<file path="config.mk">
export PLATFORM = sky130hd
export DESIGN_NAME = centripetal_catmull_rom_eval
export DESIGN_NICKNAME = d
export VERILOG_FILES = /design/src/hdl/ccr_pkg.sv /design/src/hdl/ccr_mul.sv /design/src/hdl/ccr_sqrt.sv /design/src/hdl/ccr_div.sv /design/src/hdl/centripetal_catmull_rom_eval.sv
export SDC_FILE = /design/constraint.sdc
export NUM_CORES = 2
export LEC_CHECK = 0
export BUFFER_PORTS_ARGS = -buffer_cell sky130_fd_sc_hd__buf_2
export CAP_MARGIN = 30
export CORE_MARGIN = 2
export CORE_UTILIZATION = 44
export CTS_CLUSTER_DIAMETER = 40
export CTS_CLUSTER_SIZE = 20
export DETAILED_ROUTE_END_ITERATION = 10
export PLACE_DENSITY = 0.72
export SETUP_SLACK_MARGIN = 0.2
export SYNTH_ARGS = -nofsm -noshare
export SYNTH_HDL_FRONTEND = slang
export SYNTH_SLANG_ARGS = --single-unit
export TNS_END_PERCENT = 10
</file>
<file path="constraint.sdc">
create_clock -name clk -period 9.45 [get_ports clk]
set_input_delay 2.3625 -clock clk [delete_from_list [all_inputs] [get_ports clk]]
set_output_delay 2.3625 -clock clk [all_outputs]
set_load 0.01 [all_outputs]
</file>
<file path="src/hdl/ccr_pkg.sv">
// Shared widths, codes and types for the centripetal Catmull-Rom evaluator.
// Used by every module in this folder; depends on nothing else.
package ccr_pkg;

    localparam int COORD_W = 32;
    localparam int MUL_A_W = 37;
    localparam int MUL_B_W = 33;
    localparam int PROD_W = MUL_A_W + MUL_B_W;
    localparam int SUMSQ_W = 66;
    localparam int RAD_W = 68;
    localparam int ROOT_W = RAD_W / 2;
    localparam int GAP_W = 25;
    localparam int SUM_W = GAP_W + 1;
    localparam int INNER_W = 37;
    localparam int DIVN_W = 64;
    localparam int T_W = 16;
    localparam int CFG_W = 16;
    localparam int QUOT_W = 39;

    localparam logic KIND_PUSH = 1'b0;
    localparam logic KIND_EVAL = 1'b1;

    typedef logic signed [INNER_W-1:0] inner_t;
    typedef logic signed [COORD_W-1:0] coord_t;

endpackage

</file>
<file path="src/hdl/ccr_mul.sv">
// Bit-serial unsigned shift-and-add multiplier, one multiplier bit per cycle.
// Depends on ccr_pkg.
module ccr_mul (
    input  logic                           clk,
    input  logic                           rst_n,
    input  logic                           start,
    input  logic [ccr_pkg::MUL_A_W-1:0]    a,
    input  logic [ccr_pkg::MUL_B_W-1:0]    b,
    output logic                           done,
    output logic [ccr_pkg::PROD_W-1:0]     prod
);
    import ccr_pkg::*;

    localparam int CNT_W = $clog2(MUL_B_W);

    logic [MUL_A_W-1:0] a_reg;
    logic [MUL_A_W-1:0] hi_reg;
    logic [MUL_B_W-1:0] lo_reg;
    logic [CNT_W-1:0]   cnt_reg;
    logic               busy_reg;
    logic               done_reg;
    logic [MUL_A_W:0]   sum;

    assign sum = {1'b0, hi_reg} + (lo_reg[0] ? {1'b0, a_reg} : '0);

    always_ff @(posedge clk or negedge rst_n)
    begin
        if (!rst_n)
        begin
            busy_reg <= 1'b0;
            done_reg <= 1'b0;
            cnt_reg  <= '0;
        end
        else
        begin
            done_reg <= 1'b0;
            if (start)
            begin
                busy_reg <= 1'b1;
                cnt_reg  <= CNT_W'(MUL_B_W - 1);
            end
            else if (busy_reg)
            begin
                cnt_reg <= cnt_reg - 1'b1;
                if (cnt_reg == '0)
                begin
                    busy_reg <= 1'b0;
                    done_reg <= 1'b1;
                end
            end
        end
    end

    always_ff @(posedge clk)
    begin
        if (start)
        begin
            a_reg  <= a;
            hi_reg <= '0;
            lo_reg <= b;
        end
        else if (busy_reg)
        begin
            hi_reg <= sum[MUL_A_W:1];
            lo_reg <= {sum[0], lo_reg[MUL_B_W-1:1]};
        end
    end

    assign done = done_reg;
    assign prod = {hi_reg, lo_reg};

endmodule

</file>
<file path="src/hdl/ccr_sqrt.sv">
// Digit-by-digit integer square root, one root bit per cycle.
// Depends on ccr_pkg.
module ccr_sqrt (
    input  logic                          clk,
    input  logic                          rst_n,
    input  logic                          start,
    input  logic [ccr_pkg::RAD_W-1:0]     radicand,
    output logic                          done,
    output logic [ccr_pkg::ROOT_W-1:0]    root
);
    import ccr_pkg::*;

    localparam int REM_W = ROOT_W + 2;
    localparam int CNT_W = $clog2(ROOT_W);

    logic [RAD_W-1:0]  rad_reg;
    logic [REM_W-1:0]  rem_reg;
    logic [ROOT_W-1:0] root_reg;
    logic [CNT_W-1:0]  cnt_reg;
    logic              busy_reg;
    logic              done_reg;
    logic [REM_W+1:0]  rem_sh;
    logic [REM_W+1:0]  trial;
    logic              ge;
    logic [REM_W+1:0]  rem_sub;

    assign rem_sh  = {rem_reg, rad_reg[RAD_W-1:RAD_W-2]};
    assign trial   = {2'b00, root_reg, 2'b01};
    assign ge      = rem_sh >= trial;
    assign rem_sub = ge ? rem_sh - trial : rem_sh;

    always_ff @(posedge clk or negedge rst_n)
    begin
        if (!rst_n)
        begin
            busy_reg <= 1'b0;
            done_reg <= 1'b0;
            cnt_reg  <= '0;
        end
        else
        begin
            done_reg <= 1'b0;
            if (start)
            begin
                busy_reg <= 1'b1;
                cnt_reg  <= CNT_W'(ROOT_W - 1);
            end
            else if (busy_reg)
            begin
                cnt_reg <= cnt_reg - 1'b1;
                if (cnt_reg == '0)
                begin
                    busy_reg <= 1'b0;
                    done_reg <= 1'b1;
                end
            end
        end
    end

    always_ff @(posedge clk)
    begin
        if (start)
        begin
            rad_reg  <= radicand;
            rem_reg  <= '0;
            root_reg <= '0;
        end
        else if (busy_reg)
        begin
            rad_reg  <= {rad_reg[RAD_W-3:0], 2'b00};
            rem_reg  <= rem_sub[REM_W-1:0];
            root_reg <= {root_reg[ROOT_W-2:0], ge};
        end
    end

    assign done = done_reg;
    assign root = root_reg;

endmodule

</file>
<file path="src/hdl/ccr_div.sv">
// Restoring unsigned divider, one quotient bit per cycle.
// Depends on ccr_pkg.
module ccr_div (
    input  logic                          clk,
    input  logic                          rst_n,
    input  logic                          start,
    input  logic [ccr_pkg::DIVN_W-1:0]    num,
    input  logic [ccr_pkg::SUM_W-1:0]     den,
    output logic                          done,
    output logic [ccr_pkg::DIVN_W-1:0]    quot
);
    import ccr_pkg::*;

    localparam int CNT_W = $clog2(DIVN_W);

    logic [DIVN_W-1:0] num_reg;
    logic [SUM_W-1:0]  den_reg;
    logic [SUM_W-1:0]  rem_reg;
    logic [CNT_W-1:0]  cnt_reg;
    logic              busy_reg;
    logic              done_reg;
    logic [SUM_W:0]    rem_sh;
    logic              ge;
    logic [SUM_W:0]    rem_sub;

    assign rem_sh  = {rem_reg, num_reg[DIVN_W-1]};
    assign ge      = rem_sh >= {1'b0, den_reg};
    assign rem_sub = ge ? rem_sh - {1'b0, den_reg} : rem_sh;

    always_ff @(posedge clk or negedge rst_n)
    begin
        if (!rst_n)
        begin
            busy_reg <= 1'b0;
            done_reg <= 1'b0;
            cnt_reg  <= '0;
        end
        else
        begin
            done_reg <= 1'b0;
            if (start)
            begin
                busy_reg <= 1'b1;
                cnt_reg  <= CNT_W'(DIVN_W - 1);
            end
            else if (busy_reg)
            begin
                cnt_reg <= cnt_reg - 1'b1;
                if (cnt_reg == '0)
                begin
                    busy_reg <= 1'b0;
                    done_reg <= 1'b1;
                end
            end
        end
    end

    always_ff @(posedge clk)
    begin
        if (start)
        begin
            num_reg <= num;
            den_reg <= den;
            rem_reg <= '0;
        end
        else if (busy_reg)
        begin
            num_reg <= {num_reg[DIVN_W-2:0], ge};
            rem_reg <= rem_sub[SUM_W-1:0];
        end
    end

    assign done = done_reg;
    assign quot = num_reg;

endmodule

</file>
<file path="src/hdl/centripetal_catmull_rom_eval.sv">
// A push transaction (tuser 0) shifts a control point into the four-point window. An evaluate
// transaction (tuser 1) returns the point at t between P1 and P2, worked out on the bit-serial
// multiplier, square root and divider that all steps share: three knot gaps of three squares
// and two roots each, one multiply for the offset s, then eighteen blends of one multiply
// and one 64-bit divide each. One item is worked on at a time.
// Depends on ccr_pkg, ccr_mul, ccr_sqrt and ccr_div.
module centripetal_catmull_rom_eval (
    input  logic                     clk,
    input  logic                     rst_n,
    input  logic                     s_tvalid,
    output logic                     s_tready,
    input  logic [111:0]             s_tdata,   // point_x, point_y, point_z, eval_t
    input  logic [0:0]               s_tuser,   // kind
    output logic                     m_tvalid,
    input  logic                     m_tready,
    output logic [95:0]              m_tdata,   // curve_x, curve_y, curve_z
    input  logic                     cfg_valid,
    output logic                     cfg_ready,
    input  logic [ccr_pkg::CFG_W-1:0] cfg_data
);
    import ccr_pkg::*;

    typedef enum logic [3:0] {
        S_IDLE, S_GLD0, S_GLD1, S_GSQ, S_GRT1, S_GRT2, S_OFF,
        S_BLDP, S_BLDQ, S_BMUL, S_BDIV, S_OUT
    } state_t;

    localparam logic [3:0] SRC_W0 = 4'd0;
    localparam logic [3:0] SRC_W1 = 4'd1;
    localparam logic [3:0] SRC_W2 = 4'd2;
    localparam logic [3:0] SRC_W3 = 4'd3;
    localparam logic [3:0] SRC_A1 = 4'd4;
    localparam logic [3:0] SRC_A2 = 4'd5;
    localparam logic [3:0] SRC_A3 = 4'd6;
    localparam logic [3:0] SRC_B1 = 4'd7;
    localparam logic [3:0] SRC_B2 = 4'd8;

    localparam inner_t INNER_MAX = {1'b0, {(INNER_W-1){1'b1}}};
    localparam inner_t INNER_MIN = {1'b1, {(INNER_W-1){1'b0}}};

    state_t             state_reg;
    coord_t             win_reg [3][4];
    inner_t             tmp_reg [5];
    logic [GAP_W-1:0]   gap_reg [3];
    coord_t             res_reg [3];
    logic [CFG_W-1:0]   min_gap_reg;
    logic [T_W-1:0]     t_reg;
    logic [GAP_W-1:0]   s_reg;
    logic [SUMSQ_W-1:0] sumsq_reg;
    inner_t             opa_reg;
    logic               neg_reg;
    logic [1:0]         ax_reg;
    logic [1:0]         gi_reg;
    logic [2:0]         k_reg;
    logic               out_valid_reg;
    logic [95:0]        out_data_reg;

    logic               mul_start_reg;
    logic [MUL_A_W-1:0] mul_a_reg;
    logic [MUL_B_W-1:0] mul_b_reg;
    logic               sqrt_start_reg;
    logic [RAD_W-1:0]   rad_reg;
    logic               div_start_reg;
    logic [DIVN_W-1:0]  div_num_reg;

    logic               mul_done;
    logic [PROD_W-1:0]  prod;
    logic               sqrt_done;
    logic [ROOT_W-1:0]  root;
    logic               div_done;
    logic [DIVN_W-1:0]  quot;

    logic [3:0]         rd_sel;
    inner_t             rd_val;
    logic [3:0]         src_p;
    logic [3:0]         src_q;
    logic [SUM_W-1:0]   num_k;
    logic [SUM_W-1:0]   den_k;
    logic [SUM_W-1:0]   ga;
    logic [SUM_W-1:0]   gb;
    logic [SUM_W-1:0]   gc;
    logic [SUM_W-1:0]   sx;
    logic signed [INNER_W:0] diff;
    logic [MUL_A_W-1:0] mag;
    logic [QUOT_W-1:0]  quot_sat;
    logic signed [INNER_W+2:0] blend_sum;
    inner_t             blend_res;
    coord_t             coord_sat;
    logic [GAP_W-1:0]   min_gap;
    logic [SUMSQ_W-1:0] sumsq_next;

    ccr_mul u_mul (
        .clk   (clk),
        .rst_n (rst_n),
        .start (mul_start_reg),
        .a     (mul_a_reg),
        .b     (mul_b_reg),
        .done  (mul_done),
        .prod  (prod)
    );

    ccr_sqrt u_sqrt (
        .clk      (clk),
        .rst_n    (rst_n),
        .start    (sqrt_start_reg),
        .radicand (rad_reg),
        .done     (sqrt_done),
        .root     (root)
    );

    ccr_div u_div (
        .clk   (clk),
        .rst_n (rst_n),
        .start (div_start_reg),
        .num   (div_num_reg),
        .den   (den_k),
        .done  (div_done),
        .quot  (quot)
    );

    assign s_tready  = (state_reg == S_IDLE);
    assign cfg_ready = (state_reg == S_IDLE);
    assign m_tvalid  = out_valid_reg;
    assign m_tdata   = out_data_reg;

    assign ga = {1'b0, gap_reg[0]};
    assign gb = {1'b0, gap_reg[1]};
    assign gc = {1'b0, gap_reg[2]};
    assign sx = {1'b0, s_reg};

    always_comb
    begin
        case (k_reg)
            3'd0:
            begin
                src_p = SRC_W0; src_q = SRC_W1; num_k = ga + sx;      den_k = ga;
            end
            3'd1:
            begin
                src_p = SRC_W1; src_q = SRC_W2; num_k = sx;           den_k = gb;
            end
            3'd2:
            begin
                src_p = SRC_W3; src_q = SRC_W2; num_k = gc + gb - sx; den_k = gc;
            end
            3'd3:
            begin
                src_p = SRC_A1; src_q = SRC_A2; num_k = ga + sx;      den_k = ga + gb;
            end
            3'd4:
            begin
                src_p = SRC_A2; src_q = SRC_A3; num_k = sx;           den_k = gb + gc;
            end
            default:
            begin
                src_p = SRC_B1; src_q = SRC_B2; num_k = sx;           den_k = gb;
            end
        endcase
    end

    always_comb
    begin
        case (state_reg)
            S_GLD0:  rd_sel = {2'b00, gi_reg};
            S_GLD1:  rd_sel = {2'b00, gi_reg} + 4'd1;
            S_BLDP:  rd_sel = src_p;
            default: rd_sel = src_q;
        endcase
    end

    always_comb
    begin
        case (rd_sel)
            SRC_W0:  rd_val = INNER_W'(win_reg[ax_reg][0]);
            SRC_W1:  rd_val = INNER_W'(win_reg[ax_reg][1]);
            SRC_W2:  rd_val = INNER_W'(win_reg[ax_reg][2]);
            SRC_W3:  rd_val = INNER_W'(win_reg[ax_reg][3]);
            SRC_A1:  rd_val = tmp_reg[0];
            SRC_A2:  rd_val = tmp_reg[1];
            SRC_A3:  rd_val = tmp_reg[2];
            SRC_B1:  rd_val = tmp_reg[3];
            default: rd_val = tmp_reg[4];
        endcase
    end

    assign diff = {rd_val[INNER_W-1], rd_val} - {opa_reg[INNER_W-1], opa_reg};
    assign mag  = diff[INNER_W] ? MUL_A_W'(-diff) : MUL_A_W'(diff);

    assign sumsq_next = sumsq_reg + prod[SUMSQ_W-1:0];
    assign min_gap    = (min_gap_reg == '0) ? GAP_W'(1) : GAP_W'(min_gap_reg);

    assign quot_sat = ((|quot[DIVN_W-1:QUOT_W]) || (quot[QUOT_W-1] && (|quot[QUOT_W-2:0])))
                      ? {1'b1, {(QUOT_W-1){1'b0}}} : quot[QUOT_W-1:0];

    always_comb
    begin
        if (neg_reg)
        begin
            blend_sum = (INNER_W+3)'(opa_reg) - (INNER_W+3)'({1'b0, quot_sat});
        end
        else
        begin
            blend_sum = (INNER_W+3)'(opa_reg) + (INNER_W+3)'({1'b0, quot_sat});
        end
        if (blend_sum > (INNER_W+3)'(INNER_MAX))
        begin
            blend_res = INNER_MAX;
        end
        else if (blend_sum < (INNER_W+3)'(INNER_MIN))
        begin
            blend_res = INNER_MIN;
        end
        else
        begin
            blend_res = blend_sum[INNER_W-1:0];
        end
        if (blend_res > INNER_W'(coord_t'({1'b0, {(COORD_W-1){1'b1}}})))
        begin
            coord_sat = {1'b0, {(COORD_W-1){1'b1}}};
        end
        else if (blend_res < INNER_W'(coord_t'({1'b1, {(COORD_W-1){1'b0}}})))
        begin
            coord_sat = {1'b1, {(COORD_W-1){1'b0}}};
        end
        else
        begin
            coord_sat = blend_res[COORD_W-1:0];
        end
    end

    always_ff @(posedge clk or negedge rst_n)
    begin
        if (!rst_n)
        begin
            state_reg      <= S_IDLE;
            min_gap_reg    <= CFG_W'(7);
            out_valid_reg  <= 1'b0;
            mul_start_reg  <= 1'b0;
            sqrt_start_reg <= 1'b0;
            div_start_reg  <= 1'b0;
            ax_reg         <= '0;
            gi_reg         <= '0;
            k_reg          <= '0;
            for (int i = 0; i < 3; i++)
            begin
                for (int j = 0; j < 4; j++)
                begin
                    win_reg[i][j] <= '0;
                end
            end
        end
        else
        begin
            mul_start_reg  <= 1'b0;
            sqrt_start_reg <= 1'b0;
            div_start_reg  <= 1'b0;
            if (cfg_valid && cfg_ready)
            begin
                min_gap_reg <= cfg_data;
            end
            if (out_valid_reg && m_tready)
            begin
                out_valid_reg <= 1'b0;
            end
            case (state_reg)
                S_IDLE:
                begin
                    if (s_tvalid)
                    begin
                        if (s_tuser[0] == KIND_PUSH)
                        begin
                            for (int i = 0; i < 3; i++)
                            begin
                                for (int j = 0; j < 3; j++)
                                begin
                                    win_reg[i][j] <= win_reg[i][j+1];
                                end
                            end
                            win_reg[0][3] <= s_tdata[31:0];
                            win_reg[1][3] <= s_tdata[63:32];
                            win_reg[2][3] <= s_tdata[95:64];
                        end
                        else
                        begin
                            t_reg     <= s_tdata[111:96];
                            gi_reg    <= '0;
                            ax_reg    <= '0;
                            sumsq_reg <= '0;
                            state_reg <= S_GLD0;
                        end
                    end
                end
                S_GLD0:
                begin
                    opa_reg   <= rd_val;
                    state_reg <= S_GLD1;
                end
                S_GLD1:
                begin
                    mul_a_reg     <= mag;
                    mul_b_reg     <= mag[MUL_B_W-1:0];
                    mul_start_reg <= 1'b1;
                    state_reg     <= S_GSQ;
                end
                S_GSQ:
                begin
                    if (mul_done)
                    begin
                        sumsq_reg <= sumsq_next;
                        if (ax_reg == 2'd2)
                        begin
                            ax_reg         <= '0;
                            rad_reg        <= RAD_W'(sumsq_next);
                            sqrt_start_reg <= 1'b1;
                            state_reg      <= S_GRT1;
                        end
                        else
                        begin
                            ax_reg    <= ax_reg + 2'd1;
                            state_reg <= S_GLD0;
                        end
                    end
                end
                S_GRT1:
                begin
                    if (sqrt_done)
                    begin
                        rad_reg        <= RAD_W'({root, 16'h0000});
                        sqrt_start_reg <= 1'b1;
                        state_reg      <= S_GRT2;
                    end
                end
                S_GRT2:
                begin
                    if (sqrt_done)
                    begin
                        gap_reg[gi_reg] <= (root == '0) ? min_gap : root[GAP_W-1:0];
                        sumsq_reg       <= '0;
                        if (gi_reg == 2'd2)
                        begin
                            mul_a_reg     <= MUL_A_W'(gap_reg[1]);
                            mul_b_reg     <= MUL_B_W'(t_reg);
                            mul_start_reg <= 1'b1;
                            state_reg     <= S_OFF;
                        end
                        else
                        begin
                            gi_reg    <= gi_reg + 2'd1;
                            state_reg <= S_GLD0;
                        end
                    end
                end
                S_OFF:
                begin
                    if (mul_done)
                    begin
                        s_reg     <= prod[T_W+GAP_W-1:T_W];
                        ax_reg    <= '0;
                        k_reg     <= '0;
                        state_reg <= S_BLDP;
                    end
                end
                S_BLDP:
                begin
                    opa_reg   <= rd_val;
                    state_reg <= S_BLDQ;
                end
                S_BLDQ:
                begin
                    neg_reg       <= diff[INNER_W];
                    mul_a_reg     <= mag;
                    mul_b_reg     <= MUL_B_W'(num_k);
                    mul_start_reg <= 1'b1;
                    state_reg     <= S_BMUL;
                end
                S_BMUL:
                begin
                    if (mul_done)
                    begin
                        div_num_reg   <= prod[DIVN_W-1:0] + DIVN_W'(den_k >> 1);
                        div_start_reg <= 1'b1;
                        state_reg     <= S_BDIV;
                    end
                end
                S_BDIV:
                begin
                    if (div_done)
                    begin
                        if (k_reg != 3'd5)
                        begin
                            tmp_reg[k_reg] <= blend_res;
                            k_reg          <= k_reg + 3'd1;
                            state_reg      <= S_BLDP;
                        end
                        else
                        begin
                            res_reg[ax_reg] <= coord_sat;
                            k_reg           <= '0;
                            if (ax_reg == 2'd2)
                            begin
                                state_reg <= S_OUT;
                            end
                            else
                            begin
                                ax_reg    <= ax_reg + 2'd1;
                                state_reg <= S_BLDP;
                            end
                        end
                    end
                end
                S_OUT:
                begin
                    if (!out_valid_reg || m_tready)
                    begin
                        out_data_reg  <= {res_reg[2], res_reg[1], res_reg[0]};
                        out_valid_reg <= 1'b1;
                        state_reg     <= S_IDLE;
                    end
                end
                default:
                begin
                    state_reg <= S_IDLE;
                end
            endcase
        end
    end

endmodule

</file>
# After elaboration in Yosys (flattened, before gate mapping)
# Memories as Yosys holds them, arrays and structs flattened. A register that Yosys moved wholly into a read port is not among the register bits.
# Index checks and enable logic that the tools add are counted.
op_classes:
  add_sub_neg: 20
  order_cmp: 7
  n_eq_ne: 39
  muxes: 118
  n_bitwise: 2
  reduce_logical: 48
op_table:
  columns: ["op", "count"]
  rows:
  - ["$mux W68", 5]
  - ["$pmux W37 S8", 1]
  - ["$mux W66", 4]
  - ["$bmux W128 S2", 1]
  - ["$mux W128", 2]
  - ["$mux W37", 6]
  - ["$pmux W66 S3", 1]
  - ["$pmux W68 S2", 1]
  - ["$mux W33", 4]
  - ["$mux W64", 2]
  - ["$pmux W26 S4", 1]
  - ["$pmux W33 S3", 1]
  - ["$add A25 B25 Y26", 3]
  - ["$pmux W37 S2", 1]
  - ["$add A66 B66 Y66", 1]
  - ["$add A64 B25 Y64", 1]
  - ["$mux W32", 2]
  - ["$pmux W26 S2", 1]
  - ["$pmux W4 S12", 1]
  - ["$mux W4", 11]
  - ["$add A40 B39 Y40", 1]
  - ["$gt A40 B37 Y1 const B", 1]
  - ["$lt A40 B37 Y1 const B", 1]
  - ["$mux W40", 1]
  - ["other kinds (66)", 180]
totals:
  ff_bits: 1147
  ram_bits: 356
  mem_count: 3
mem_list:
  columns: ["name", "words", "width", "read_ports", "rd_ports_with_merged_regs", "wr", "line_no", "text"]
  rows:
  - ["tmp_reg", 5, 37, 5, 0, 1, "centripetal_catmull_rom_eval.sv:43", "inner_t tmp_reg [5];"]
  - ["res_reg", 3, 32, 3, 3, 1, "centripetal_catmull_rom_eval.sv:45", "coord_t res_reg [3];"]
  - ["gap_reg", 3, 25, 3, 0, 1, "centripetal_catmull_rom_eval.sv:44", "logic [GAP_W-1:0] gap_reg [3];"]

# Depth between registers and ports, before layout
depth:
  word_depth: 12
  depth_mapped: 31
  depth_no_buf: 25

# Cells and area by module
# A second synthesis with hierarchy kept.
unflattened:
  hier_cells: 7928
  area_unflattened_um2: 87116.1
modules_own_cells:
  columns: ["mod", "instances", "cells_each", "area_per_inst_um2", "seq_area_each_um2"]
  rows:
  - ["centripetal_catmull_rom_eval", 1, 5845, 65210.0, 34321.7]
  - ["ccr_sqrt", 1, 831, 8408.1, 3643.5]
  - ["ccr_div", 1, 608, 6866.6, 3423.3]
  - ["ccr_mul", 1, 644, 6631.4, 3042.9]

# Worst setup path before layout
# Ideal clock, no wire load.
synth_path:
  path_type: "input port to flip-flop"
  from: "input port rst_n"
  to: "register out_data_reg[0] (netlist: m_tdata[0]) (read register of res_reg) (enable)"
  setup_time_ps: 668
  t_arrival_ps: 9137
  required_ps: 8782
  path_slack_ps: -355
  stages: 3
  path_cell_list: "clkbuf_1 -> nand2_1 -> nor3_1"
synth_between:
  elab_chain_len: 1
synth_rtl:
  columns: ["element", "line_no", "text"]
  rows:
  - ["start, declared", "centripetal_catmull_rom_eval.sv:9", "input logic rst_n,"]
  - ["$reduce_and A3 Y1 (no source line)", null, null]
  - ["end, declared", "centripetal_catmull_rom_eval.sv:56", "logic [95:0] out_data_reg;"]
# Every way passes these cells.
# A chain may end at the register's enable or synchronous reset.

# Final worst setup path
layout_path:
  from: "register state_reg[0]"
  to: "register mul_a_reg[35] (data pin)"
layout_between:
  elab_chain_len: 8
  word_cells_on_any_way: 20
  classes_between: "add/sub (2); eq/ne (12); mux (4); reduce/logical (2)"
layout_rtl:
  columns: ["element", "line_no", "text"]
  rows:
  - ["start, declared", "centripetal_catmull_rom_eval.sv:41", "state_t state_reg;"]
  - ["start signal, assigned", "centripetal_catmull_rom_eval.sv:235", "state_reg <= S_IDLE;"]
  - ["start signal, assigned", "centripetal_catmull_rom_eval.sv:289", "state_reg <= S_GLD0;"]
  - ["start signal, assigned", "centripetal_catmull_rom_eval.sv:296", "state_reg <= S_GLD1;"]
  - ["$eq A4 B3 Y1, or another cell as far along", "centripetal_catmull_rom_eval.sv:163", "case (state_reg)"]
  - ["$pmux W4 S3 *", "centripetal_catmull_rom_eval.sv:163", null]
  - ["$eq A4 B3 Y1, or another cell as far along", "centripetal_catmull_rom_eval.sv:173", "case (rd_sel)"]
  - ["$pmux W37 S8 *", "centripetal_catmull_rom_eval.sv:173", null]
  - ["net rd_val[15]", "centripetal_catmull_rom_eval.sv:74", "inner_t rd_val;"]
  - ["$sub A37 B37 Y38 *", "centripetal_catmull_rom_eval.sv:186", "assign diff = {rd_val[INNER_W-1], rd_val} - {opa_reg[INNER_W-1], opa_reg};"]
  - ["$neg A37 Y37", "centripetal_catmull_rom_eval.sv:187", "assign mag = diff[INNER_W] ? MUL_A_W'(-diff) : MUL_A_W'(diff);"]
  - ["$mux W37 *", "centripetal_catmull_rom_eval.sv:187", null]
  - ["$pmux W37 S2 *", "centripetal_catmull_rom_eval.sv:265", "case (state_reg)"]
  - ["end signal, assigned", "centripetal_catmull_rom_eval.sv:300", "mul_a_reg <= mag;"]
  - ["end signal, assigned", "centripetal_catmull_rom_eval.sv:341", "mul_a_reg <= MUL_A_W'(gap_reg[1]);"]
  - ["end signal, assigned", "centripetal_catmull_rom_eval.sv:371", "mul_a_reg <= mag;"]
  - ["end, declared", "centripetal_catmull_rom_eval.sv:59", "logic [MUL_A_W-1:0] mul_a_reg;"]
# Mark *: on every way through the listed nets, which the timed path passes. The rest lies on a longest branch.

==> results.txt <==
----------------------------------------------------
[Status]
  Run status ... complete, no violations

[Yosys]
  Post-synth EDFFs ... between 1000 and 1500
  Synth Flop Type ... edfxtp_1
  Cell area after technology mapping ... about 86000 sq um
  Simple-gate share of the synthesized area ... 0.1116
  Yosys warns ... 0
  Share of synthesized registers carrying an async set or reset ... 0.2749
  Gate Count Post-Synth ... 7753
  Synthesized-area fraction occupied by ao, oa, aoi and oai cells ... 0.1423
  Number of flip-flops and latches in the synthesized netlist ... around 1600
  Net count after synthesis ... 8279
  Sequential cell area fraction in the yosys report ... 0.5186
  Per-instance average area after synthesis ... roughly 11 sq um
  Number of distinct library cells after synthesis ... 104
  Post-synthesis share of cell area spent on xor and xnor gates ... 0.04058
  Multiplexer share of the synthesized area ... 0.1013
  Adder-Cell Fraction of Synth Area ... 0.05812
  Dominant combinational cell family by area after synthesis ... compound AO/OA/AOI/OAI gates

[Global routing]
  Most congested layer reported by global routing ... met2
  Maximum number of pins on one net before global-route repair ... 174
  Met3 Track Usage GR ... 0.04975
  Total Routing Usage GR ... 0.2494
  Wire length of the first global-routing pass ... 379000 um
  Antenna violations before repair ... 19
  Met2 track demand over resource in global routing ... 0.3761
  Number of global-route vias before repair ... approximately 61000
  Met1 Resource Use GR ... 0.3527
  Total congestion overflow ... 0

[Pwr]
  Internal portion of total power ... roughly 13 mW
  Switching pwr ... approximately 3.7 mW
  Standby leakage power ... between 40 and 50 nW
  PwrDens ... between 150 and 200 nW/um^2
  Switching share of power ... 0.2282
  VDD IR max ... about 0.00019 V
  Flop pwr share ... 0.449
  Combinational group share of total power ... 0.005
  Post-route total power ... 16.40 mW
  Clock group share of total power ... 0.546

[Clocking]
  Inserted Clock Buffers ... ~230
  Deepest level of the CTS H-tree ... 4
  Clk root buf ... clkbuf_16
  Post-CTS repair timing setup buffer count ... 0
  Clock insertion delay at the later pin of the skew report ... about 0.9 ns
  CTS clk-pin slew, worst paths ... ~0.070 ns
  Worst-case clock buffer depth ... 3
  CTS tree ... built
  Post-cts hold buffer count ... 0
  Count of instances resized after the clock tree is built ... 0
  CTS Sinks ... roughly 1600

[Worst setup path]
  Startpoint type of the worst setup path ... flip-flop
  Category of the worst setup path capture point ... flip-flop
  Slowest cell on the critical path ... dfrtp_1
  Critical Setup Path Class ... flip-flop to flip-flop
  Delay of the slowest cell on the worst path ... roughly 0.74 ns
  CP cell instances ... nand2b_1, a2bb2oi_1, nor2_1, o22a_1, mux2_2, o211ai_1, buf_4, nor3_1, buf_4, a22oi_1, o22ai_1, a211oi_1, a21oi_1, ha_1, and4_1, o21ai_0, or3_1, o221a_2, and4_1, a211oi_1, and4bb_1, or4b_4, o21ai_1, mux2i_1
  Highest fanout seen on the critical path ... 55
  Data required time of the critical path ... 10.18 ns
  Arrival time at the worst endpoint ... 8.92 ns

[STA]
  Final cycle utilization of the critical path ... 0.8669
  Setup TNS ... 0 ns
  Slew at the pin with the worst max-slew slack ... about 1.1 ns
  Worst-case setup margin in the final layout ... roughly 1.3 ns
  Number of max-slew violations in the final report ... 0
  RSZ-0062 raised after global routing ... false
  Total count of hold-check failures in the final report ... 0
  Final hold slack ... between 0.4 and 0.5 ns
  Maximum clock frequency ... between 0.1 and 0.15 GHz
  Worst slew margin relative to its limit ... 0.2319
  Shortest period the worst path allows ... roughly 8.2 ns
  Final setup vio count ... 0
  Maximum clock skew at final layout ... about 0.10 ns

[Die]
  Row cnt ... between 150 and 200
  Vert. Die Dim ... about 450 um
  Core area ... just under 200000 sq um
  Die outline area ... slightly below 200000 sq um
  Effective utilization at floorplan ... 0.4440
  I/O pin cnt ... ~230
  Die width ... about 450 um

[Placed design]
  Count of buffers from port buffering ... approximately 230
  Count of placed standard cells including taps ... 10265
  Global placer's final weighted congestion ... roughly 0.94
  DP Area ... about 90000 sq um
  Worst setup timing slack at the placement stage ... about 1.5 ns
  Sum of net half-perimeters after detailed placement ... roughly 180000 um

[Cells and area]
  Most frequent cells in the layout ... 1025 x edfxtp_1, 662 x nor2_1, 627 x nand2_1
  Non-filler cells in the finished layout ... between 10000 and 15000
  Most common cell after layout, fill and taps aside ... edfxtp_1
  Final instance area ... 98380 sq um
  Number of flip-flops in the largest register ... about 380
  Share of cells above drive strength 1 ... 0.1828
  Area growth from synthesis to final layout ... 14.82%
  Net count of the finished layout ... around 8500
  Final core utilization ... 0.5098

[Detailed routing]
  DRT iter0 DRCs ... roughly 7000
  Total via count in the routed design ... between 60000 and 70000
  DRC Markers ... 0
  Vias per cell ... around 6.0
  First-pass detailed-route iteration total ... 6
  Routed wire per std cell ... approximately 24 um
  Antenna Violating Nets Remaining ... 0
  Final routed wirelength across all metal layers ... around 250000 um

[Min path]
  Hold crit path type ... flip-flop to flip-flop

[Job]
  Max_cap viols ... 0

----------------------------------------------------
## cells in the mapped netlist, types with 52 or more instances
| master | count | area, sq um |
|---|---|---|
| nor2b_1 | 52 | 325.3 |
| a21o_1 | 170 | 1276 |
| o22ai_1 | 69 | 431.7 |
| xor2_1 | 165 | 1445 |
| clkbuf_1 | 314 | 1179 |
| o211ai_1 | 53 | 397.9 |
| mux2i_1 | 212 | 2122 |
| xnor2_1 | 232 | 2032 |
| and2_1 | 74 | 462.9 |
| nor2_1 | 670 | 2515 |
| inv_1 | 235 | 882.1 |
| edfxtp_1 | 1025 | 30780 |
| mux2_2 | 582 | 6554 |
| nand2b_1 | 68 | 425.4 |
| dfrtp_1 | 436 | 10910 |
| o21ai_0 | 388 | 1942 |
| o21a_1 | 64 | 480.5 |
| nand4_1 | 52 | 325.3 |
| nand2_1 | 627 | 2354 |
| a21oi_1 | 539 | 2698 |
| a211oi_1 | 106 | 795.8 |
| a31oi_1 | 86 | 538.0 |
| nand3_1 | 153 | 765.7 |
| ha_1 | 382 | 4780 |
| and3_1 | 60 | 375.4 |
| dfxtp_1 | 133 | 2663 |
| nor3_1 | 126 | 630.6 |
## worst paths after layout
kind	slack [ns]	startpoint	cells past startpoint	endpoint
worst max register to register	1.26	state_reg[0]$_DFFE_PN0P_	24	mul_a_reg[35]$_SDFFCE_PP0P_
worst max-delay path	1.26	state_reg[0]$_DFFE_PN0P_	24	mul_a_reg[35]$_SDFFCE_PP0P_
worst min register to register	0.41	res_reg[0][19]$_DFFE_PP_	0	m_tdata[19]$_DFFE_PP_
worst min-delay path	0.41	res_reg[0][19]$_DFFE_PP_	0	m_tdata[19]$_DFFE_PP_
max in group asynchronous	5.91	rst_n	3	win_reg[241]$_DFFE_PN0P_
min in group asynchronous	1.38	rst_n	1	min_gap_reg[14]$_DFFE_PN0P_
## metal layers
metal,up-vias,routed length (um)
met2,2699,111500
met5,-,48
met1,31589,109900
li1,29316,-
met4,8,9977
met3,480,22570
## power groups by stage
stage | clock network (mW) | logic [mW] | registers [mW]
after floorplan | 0 | 0.00140 | 7.51
after global placement | 0 | 0.0758 | 7.51
after detailed placement | 0 | 0.0785 | 7.51
after CTS | 9.08 | 0.0789 | 7.37
after global routing | 9.39 | 0.0861 | 7.36
final | 8.96 | 0.0754 | 7.37
## worst max-delay path: cells and delay by family, from the launching register on
| family | cells | cell delay [ns] |
|---|---|---|
| AOI/OAI and AO/OA | 11 | 2.84 |
| DFF | 1 | 0.74 |
| adders and majority gates | 1 | 0.59 |
| buffers and inverters | 2 | 0.92 |
| and+or+nand+nor | 8 | 2.40 |
| muxes | 2 | 0.50 |
## cell type report
class	instances	area [sq um]
inverters	239	897.1
flip-flops and latches	1597	44460
clock inverters	189	2390
fillers	16602	94600
multi-input cells	5541	39070
repair buffers	370	2470
clock buffers	249	5918
diodes	8	20.02
well taps	2526	3161
## kinds of logic after synthesis
kind of cell / Yosys count
compound gates: 1890
xor+xnor: 397
fa+ha+maj: 392
buf+inv: 615
flops: 1597
mux: 794
simple gates: 2068
Note: power is estimated with default switching activity, not from simulation.
